==> config.mk <==
export PLATFORM = sky130hd
export DESIGN_NAME = seeded_permutation_generator
export DESIGN_NICKNAME = d
export VERILOG_FILES = /design/src/spg_pkg.sv /design/src/seeded_permutation_generator.sv
export SDC_FILE = /design/constraint.sdc
export NUM_CORES = 2
export LEC_CHECK = 0
export BUFFER_PORTS_ARGS = -buffer_cell sky130_fd_sc_hd__buf_2
export CAP_MARGIN = 0
export CORE_ASPECT_RATIO = 0.9
export CORE_MARGIN = 2
export CORE_UTILIZATION = 66
export CTS_CLUSTER_SIZE = 28
export DETAILED_ROUTE_END_ITERATION = 12
export GPL_ROUTABILITY_DRIVEN = 0
export PLACE_DENSITY_LB_ADDON = 0.15
export SETUP_SLACK_MARGIN = 0.02
export SLEW_MARGIN = 20
export SYNTH_ARGS = -nofsm -noshare
export SYNTH_HDL_FRONTEND = slang
export SYNTH_SLANG_ARGS = --single-unit
==> constraint.sdc <==
create_clock -name clock -period 11.48 [get_ports clock]
set_clock_uncertainty 0.1 [all_clocks]
set_input_delay 2.296 -clock clock [delete_from_list [all_inputs] [get_ports clock]]
set_output_delay 2.296 -clock clock [all_outputs]
set_load 0.005 [all_outputs]
==> src/spg_pkg.sv <==
package spg_pkg;

   // LCG: state = state * MUL + ADD, modulo 2^32
   localparam logic [31:0] LCG_MUL = 32'd1103515245;
   localparam logic [31:0] LCG_ADD = 32'd12345;

   // element value width on the store and the result port
   localparam int VAL_W = 7;

   // partner draw: upper half of the generator state, reduced one bit per cycle
   localparam int DVD_W     = 16;
   localparam int DIV_STEPS = DVD_W;
   localparam int DIV_CNT_W = $clog2(DIV_STEPS);

   typedef enum logic [11:0] {
      ST_IDLE = 12'b0000_0000_0001,
      ST_FILL = 12'b0000_0000_0010,
      ST_MUL  = 12'b0000_0000_0100,
      ST_ADD  = 12'b0000_0000_1000,
      ST_DIV  = 12'b0000_0001_0000,
      ST_RDI  = 12'b0000_0010_0000,
      ST_RDJ  = 12'b0000_0100_0000,
      ST_WRI  = 12'b0000_1000_0000,
      ST_WRJ  = 12'b0001_0000_0000,
      ST_ORD  = 12'b0010_0000_0000,
      ST_OLD  = 12'b0100_0000_0000,
      ST_OWT  = 12'b1000_0000_0000
   } state_type;

endpackage

==> src/seeded_permutation_generator.sv <==
// channel | direction | handshake            | payload
// req     | in        | req_valid / req_stall | req_seed[31:0], req_count[6:0]
// rsp     | out       | rsp_valid / rsp_stall | rsp_perm_value[6:0], rsp_last
//
// One request at a time; req_stall is high from acceptance until the last item is taken.
// The work per request, with n = min(count, MAX_COUNT): a fill of n store entries, n-1
// swaps, then n outputs; each swap is a multiply, an add, a serial modulo and 4 store
// accesses (two reads, two writes). A count of zero is taken and produces nothing.
// Reset (synchronous, active high) clears the sequencer, generator and output valid.
// rsp_stall only holds the output register; the sequencer waits there.
module seeded_permutation_generator #(
   parameter int MAX_COUNT = 64
) (
   input  logic                   clock,
   input  logic                   reset,
   input  logic                   req_valid,
   output logic                   req_stall,
   input  logic [31:0]            req_seed,
   input  logic [6:0]             req_count,
   output logic                   rsp_valid,
   input  logic                   rsp_stall,
   output logic [spg_pkg::VAL_W-1:0] rsp_perm_value,
   output logic                   rsp_last
);

   localparam int IDX_W = $clog2(MAX_COUNT);
   localparam int N_W   = IDX_W + 1;

   spg_pkg::state_type state_ff, state_in;

   logic [31:0]                   gen_ff, gen_in;
   logic [31:0]                   prod_ff, prod_in;
   logic [N_W-1:0]                n_ff, n_in;
   logic [IDX_W-1:0]              idx_ff, idx_in;
   logic [IDX_W-1:0]              i_ff, i_in;
   logic [spg_pkg::DVD_W-1:0]     dvd_ff, dvd_in;
   logic [IDX_W-1:0]              rem_ff, rem_in;
   logic [spg_pkg::DIV_CNT_W-1:0] dcnt_ff, dcnt_in;
   logic [spg_pkg::VAL_W-1:0]     tmp_ff, tmp_in;
   logic                          rsp_valid_ff, rsp_valid_in;
   logic [spg_pkg::VAL_W-1:0]     rsp_value_ff, rsp_value_in;
   logic                          rsp_last_ff, rsp_last_in;

   logic [spg_pkg::VAL_W-1:0]     mem [MAX_COUNT];
   logic [spg_pkg::VAL_W-1:0]     rd_data_ff;
   logic [IDX_W-1:0]              rd_addr;
   logic                          mem_we;
   logic [IDX_W-1:0]              mem_waddr;
   logic [spg_pkg::VAL_W-1:0]     mem_wdata;

   logic [N_W-1:0]                n_sat;
   logic [N_W-1:0]                n_last;
   logic [N_W-1:0]                divisor;
   logic [N_W-1:0]                shifted;
   logic [31:0]                   lcg_next;

   assign n_sat    = (req_count > 7'(MAX_COUNT)) ? N_W'(MAX_COUNT) : N_W'(req_count);
   assign n_last   = n_ff - N_W'(1);
   assign divisor  = {1'b0, i_ff} + N_W'(1);
   assign shifted  = {rem_ff, dvd_ff[spg_pkg::DVD_W-1]};
   assign lcg_next = prod_ff + spg_pkg::LCG_ADD;

   always_comb begin
      state_in     = state_ff;
      gen_in       = gen_ff;
      prod_in      = prod_ff;
      n_in         = n_ff;
      idx_in       = idx_ff;
      i_in         = i_ff;
      dvd_in       = dvd_ff;
      rem_in       = rem_ff;
      dcnt_in      = dcnt_ff;
      tmp_in       = tmp_ff;
      rsp_valid_in = rsp_valid_ff;
      rsp_value_in = rsp_value_ff;
      rsp_last_in  = rsp_last_ff;
      mem_we       = 1'b0;
      mem_waddr    = idx_ff;
      mem_wdata    = spg_pkg::VAL_W'(idx_ff) + spg_pkg::VAL_W'(1);
      rd_addr      = i_ff;

      unique case (state_ff)
         spg_pkg::ST_IDLE: begin
            if (req_valid && (req_count != 7'd0)) begin
               n_in     = n_sat;
               gen_in   = req_seed;
               idx_in   = '0;
               state_in = spg_pkg::ST_FILL;
            end
         end
         spg_pkg::ST_FILL: begin
            mem_we = 1'b1;
            if ({1'b0, idx_ff} == n_last) begin
               i_in     = idx_ff;
               idx_in   = '0;
               state_in = (idx_ff == '0) ? spg_pkg::ST_ORD : spg_pkg::ST_MUL;
            end else begin
               idx_in = idx_ff + IDX_W'(1);
            end
         end
         spg_pkg::ST_MUL: begin
            prod_in  = gen_ff * spg_pkg::LCG_MUL;
            state_in = spg_pkg::ST_ADD;
         end
         spg_pkg::ST_ADD: begin
            gen_in   = lcg_next;
            dvd_in   = lcg_next[31:32-spg_pkg::DVD_W];
            rem_in   = '0;
            dcnt_in  = '0;
            state_in = spg_pkg::ST_DIV;
         end
         spg_pkg::ST_DIV: begin
            // restoring remainder, one dividend bit per cycle
            if (shifted >= divisor) begin
               rem_in = IDX_W'(shifted - divisor);
            end else begin
               rem_in = shifted[IDX_W-1:0];
            end
            dvd_in  = {dvd_ff[spg_pkg::DVD_W-2:0], 1'b0};
            dcnt_in = dcnt_ff + spg_pkg::DIV_CNT_W'(1);
            if (dcnt_ff == spg_pkg::DIV_CNT_W'(spg_pkg::DIV_STEPS - 1)) begin
               state_in = spg_pkg::ST_RDI;
            end
         end
         spg_pkg::ST_RDI: begin
            rd_addr  = i_ff;
            state_in = spg_pkg::ST_RDJ;
         end
         spg_pkg::ST_RDJ: begin
            rd_addr  = rem_ff;
            tmp_in   = rd_data_ff;     // store[i]
            state_in = spg_pkg::ST_WRI;
         end
         spg_pkg::ST_WRI: begin
            mem_we    = 1'b1;
            mem_waddr = i_ff;
            mem_wdata = rd_data_ff;    // store[j]
            state_in  = spg_pkg::ST_WRJ;
         end
         spg_pkg::ST_WRJ: begin
            mem_we    = 1'b1;
            mem_waddr = rem_ff;
            mem_wdata = tmp_ff;
            i_in      = i_ff - IDX_W'(1);
            state_in  = (i_ff == IDX_W'(1)) ? spg_pkg::ST_ORD : spg_pkg::ST_MUL;
         end
         spg_pkg::ST_ORD: begin
            rd_addr  = idx_ff;
            state_in = spg_pkg::ST_OLD;
         end
         spg_pkg::ST_OLD: begin
            rsp_valid_in = 1'b1;
            rsp_value_in = rd_data_ff;
            rsp_last_in  = ({1'b0, idx_ff} == n_last);
            state_in     = spg_pkg::ST_OWT;
         end
         spg_pkg::ST_OWT: begin
            if (!rsp_stall) begin
               rsp_valid_in = 1'b0;
               if (rsp_last_ff) begin
                  idx_in   = '0;
                  state_in = spg_pkg::ST_IDLE;
               end else begin
                  idx_in   = idx_ff + IDX_W'(1);
                  state_in = spg_pkg::ST_ORD;
               end
            end
         end
         default: begin
            state_in = spg_pkg::ST_IDLE;
         end
      endcase
   end

   always_ff @(posedge clock) begin
      if (reset) begin
         state_ff     <= spg_pkg::ST_IDLE;
         gen_ff       <= '0;
         idx_ff       <= '0;
         rsp_valid_ff <= 1'b0;
      end else begin
         state_ff     <= state_in;
         gen_ff       <= gen_in;
         idx_ff       <= idx_in;
         rsp_valid_ff <= rsp_valid_in;
      end
      prod_ff      <= prod_in;
      n_ff         <= n_in;
      i_ff         <= i_in;
      dvd_ff       <= dvd_in;
      rem_ff       <= rem_in;
      dcnt_ff      <= dcnt_in;
      tmp_ff       <= tmp_in;
      rsp_value_ff <= rsp_value_in;
      rsp_last_ff  <= rsp_last_in;
   end

   always_ff @(posedge clock) begin
      if (mem_we) begin
         mem[mem_waddr] <= mem_wdata;
      end
      rd_data_ff <= mem[rd_addr];
   end

   assign req_stall      = (state_ff != spg_pkg::ST_IDLE);
   assign rsp_valid      = rsp_valid_ff;
   assign rsp_perm_value = rsp_value_ff;
   assign rsp_last       = rsp_last_ff;

   a_valid_in_wait: assert property (@(posedge clock) disable iff (reset)
      rsp_valid_ff == (state_ff == spg_pkg::ST_OWT))
      else $error("output valid outside output wait");

   a_rem_bound: assert property (@(posedge clock) disable iff (reset)
      (state_ff == spg_pkg::ST_DIV) |-> ({1'b0, rem_ff} < divisor))
      else $error("partial remainder not below divisor");

   a_partner_le_index: assert property (@(posedge clock) disable iff (reset)
      (state_ff == spg_pkg::ST_RDI) |-> (rem_ff <= i_ff))
      else $error("swap partner above index");

   a_start_fill: assert property (@(posedge clock) disable iff (reset)
      (req_valid && !req_stall && (req_count != 7'd0)) |=> (state_ff == spg_pkg::ST_FILL))
      else $error("accepted item did not start fill");

   a_pos_bound: assert property (@(posedge clock) disable iff (reset)
      ((state_ff == spg_pkg::ST_ORD) || (state_ff == spg_pkg::ST_OLD)
       || (state_ff == spg_pkg::ST_OWT)) |-> ({1'b0, idx_ff} <= n_last))
      else $error("output position beyond count");

endmodule

==> flow_summary.json <==
{
  "grt_antenna_before_repair": 0,
  "wl_per_cell_um": 22.97,
  "p_int_mw": 4.654,
  "ys_types": 68,
  "cp_max_fo": 8,
  "final_layout_size_suffix_gt1_share_pct": 8.342,
  "hold_buffers": 0,
  "maxSlewHeadroom_pct": 22.63,
  "clkPwrFrac_pct": 28.0,
  "post_cts_buffers": 0,
  "nets": 3109,
  "dp_hpwl_um": 54040,
  "layout_commonest_cell": "edfxtp_1",
  "whs_ns": 0.3722,
  "power_density_nw_per_um2": 189.8,
  "drtIter0Drc": 1964,
  "area_delta_synth_final_pct": 8.260,
  "yosysTopAreaCellShare_pct": 47.38,
  "syn_nets": 3092,
  "ys_ff_latch": 592,
  "finalWirelength_um": 78410,
  "cts-root-buf": "clkbuf_16",
  "crit_required_ns": 11.73,
  "endpoint_kind": "flip-flop",
  "drc_errors": 0,
  "first_global_vias": 21240,
  "rsz0062_at_grt": "false",
  "clock_latency_ns": 0.62,
  "status": "complete, no violations",
  "grt_usage_pct": 30.21,
  "syn-mean-instance-area_um2": 12.68,
  "period_needed_ns": 7.080,
  "peakVddDrop_uv": 212.8,
  "dieWidth_um": 242.7,
  "p_seq_share_pct": 35.6,
  "cts.repair.resized": 0,
  "timing.fmax_mhz": 141.3,
  "final_hold_viol_count": 0,
  "io_buffers": 52,
  "drv_slew": 0,
  "hold_class": "flip-flop to flip-flop",
  "grt_max_degree": 208,
  "synth_area_leaders": "edfxtp_1, fa_1, ha_1, mux2i_1, inv_1",
  "yosysTopAreaCell": "edfxtp_1",
  "antennaDiodeCount": 0,
  "core_um2": 50550,
  "yosys_warnings": 0,
  "layout_common_cells": "edfxtp_1, inv_1, ha_1",
  "clk_pin_slew_ns": 0.07,
  "num_rows": 78,
  "viasPerCell": 6.156,
  "numCtsBuffers": 58,
  "ant_nets": 0,
  "dieArea_um2": 53100,
  "grt_pass1_wl_um": 122100,
  "io_pins": 53,
  "cts_tree": "done",
  "synth_cells": 2668,
  "netlist_area_um2": 33840,
  "htreeDepth": 2,
  "cts_sinks": 592,
  "p_sw_mw": 2.299,
  "synth_edf_count": 534,
  "leakagePower_nw": 14.28,
  "startpoint_type": "flip-flop",
  "tightest_slew_ns": 1.152,
  "clock_path_buffers": 3,
  "crit_arrival_ns": 7.33,
  "async_reset_ff_share_pct": 0,
  "die_height_um": 218.8,
  "ys_seq_area_share_pct": 50.82,
  "fin_crit_sh_pct": 61.67,
  "synth_ff_type": "edfxtp_1",
  "start_util_pct": 66.94,
  "p_total_mw": 6.953,
  "dr.pass1.iters": 6,
  "switching_share_pct": 33.06,
  "setup_violations": 0,
  "final.setup.tns_ns": 0,
  "vias": 21010,
  "maxCapViolations": 0,
  "crit_type": "flip-flop to flip-flop",
  "overflow": 0,
  "p_comb_share_pct": 36.4
}
==> worst paths after layout <==
path            endpoint  depth (start not counted)           from  slack (ns)
max          prod_ff[26]                         23      gen_ff[7]        4.40
min            tmp_ff[4]                          0  rd_data_ff[4]        0.37
max reg2reg  prod_ff[26]                         23      gen_ff[7]        4.40
min reg2reg    tmp_ff[4]                          0  rd_data_ff[4]        0.37
==> power groups by stage <==
stage | sequential, mW | combinational (mW) | clock [mW]
2_1_floorplan | 2.51 | 1.86 | 0
4_1_cts | 2.47 | 2.49 | 1.97
3_5_place_dp | 2.52 | 2.48 | 0
3_3_place_gp | 2.52 | 2.38 | 0
5_1_grt | 2.47 | 2.85 | 2.05
6_report | 2.47 | 2.53 | 1.95
==> registers in the layout, indices dropped and copies added, names as in the netlist, 4 cells and up <==
signal          cells
state_ff           12
rd_data_ff          7
gen_ff             32
dvd_ff             16
rem_ff              6
n_ff                7
tmp_ff              7
rsp_perm_value      7
i_ff                6
idx_ff              6
mem               448
dcnt_ff             4
prod_ff            32
==> stage by stage <==
step | std cells | utilization (%) | instance area, um2 | setup slack, ns
floorplan | 2668 | - | 33840 | 5.132
global placement | 3305 | 68.61 | 34690 | 4.733
detailed placement | 3305 | 68.61 | 34690 | 4.493
CTS | 3413 | 72.47 | 36630 | 4.491
global route | 3413 | 72.47 | 36640 | 4.113
finish | 3413 | 72.47 | 36640 | 4.400
==> cell type report <==
class                      instances  area, um2
clock buffer                      66       1481
fill                            3404      13920
sequential                       592      17200
multi-input combinational       1638      14990
tap                              680      850.8
timing repair buffer              74      450.4
inverter                         321       1205
clock inverter                    42      465.4
==> worst max-delay path, stage by stage (launching register included) <==
cell      delay [ns]
dfxtp_1         0.57
ha_1            0.37
xor2_1          0.21
ha_1            0.21
nand2b_1        0.16
fa_1            0.49
inv_1           0.05
fa_1            0.47
inv_1           0.05
fa_1            0.50
inv_1           0.06
fa_1            0.53
inv_1           0.05
fa_1            0.50
fa_1            0.42
ha_1            0.36
a21o_1          0.19
a21oi_1         0.14
o21ai_0         0.13
a31oi_1         0.45
o21ai_0         0.30
a21o_1          0.24
a21oi_1         0.18
xnor2_1         0.09
==> logic make-up (layout without fill, tap and decap cells) <==
| kind of cell | count (synthesis) | in the layout | synth area share (%) |
|---|---|---|---|
| AND/OR/NAND/NOR | 524 | 524 | 7.908 |
| AO/OA/AOI/OAI | 430 | 430 | 8.959 |
| buffers and inverters | 438 | 503 | 5.317 |
| flip-flops | 592 | 592 | 50.82 |
| multiplexers | 186 | 186 | 5.694 |
| adder cells (fa/ha/maj) | 381 | 381 | 18.28 |
| XOR/XNOR | 117 | 117 | 3.028 |
==> Yosys cell counts (7+ instances only) <==
cell and instances:
buf_2 22, dfxtp_1 58, nand2_1 83, clkbuf_1 60
inv_1 321, mux2_2 36, nor2_1 180, o21ai_0 27
nor2b_1 93, nand4b_1 11, buf_4 22, mux2i_1 146
xnor2_1 82, nor3_1 13, nand4_1 12, a21oi_1 89
nand2b_1 16, o22ai_1 9, a22oi_1 15, nor3b_1 10
edfxtp_1 534, o211ai_1 25, a21o_1 23, a211oi_1 153
and3_1 12, nor4_1 8, buf_1 7, nand3_1 49
fa_1 189, ha_1 192, nand3b_1 9, a2111oi_0 9
a211o_1 38, xor2_1 35
==> metal layers <==
layer	part of all wire (%)	vias to the layer above	track usage [%]
met1	43	10410	43.60
met5	0	-	0
met2	45	928	46.13
li1	-	9565	-
met4	2.0	0	6.810
met3	11	111	8.573
Power figures use the tool's default switching activity.
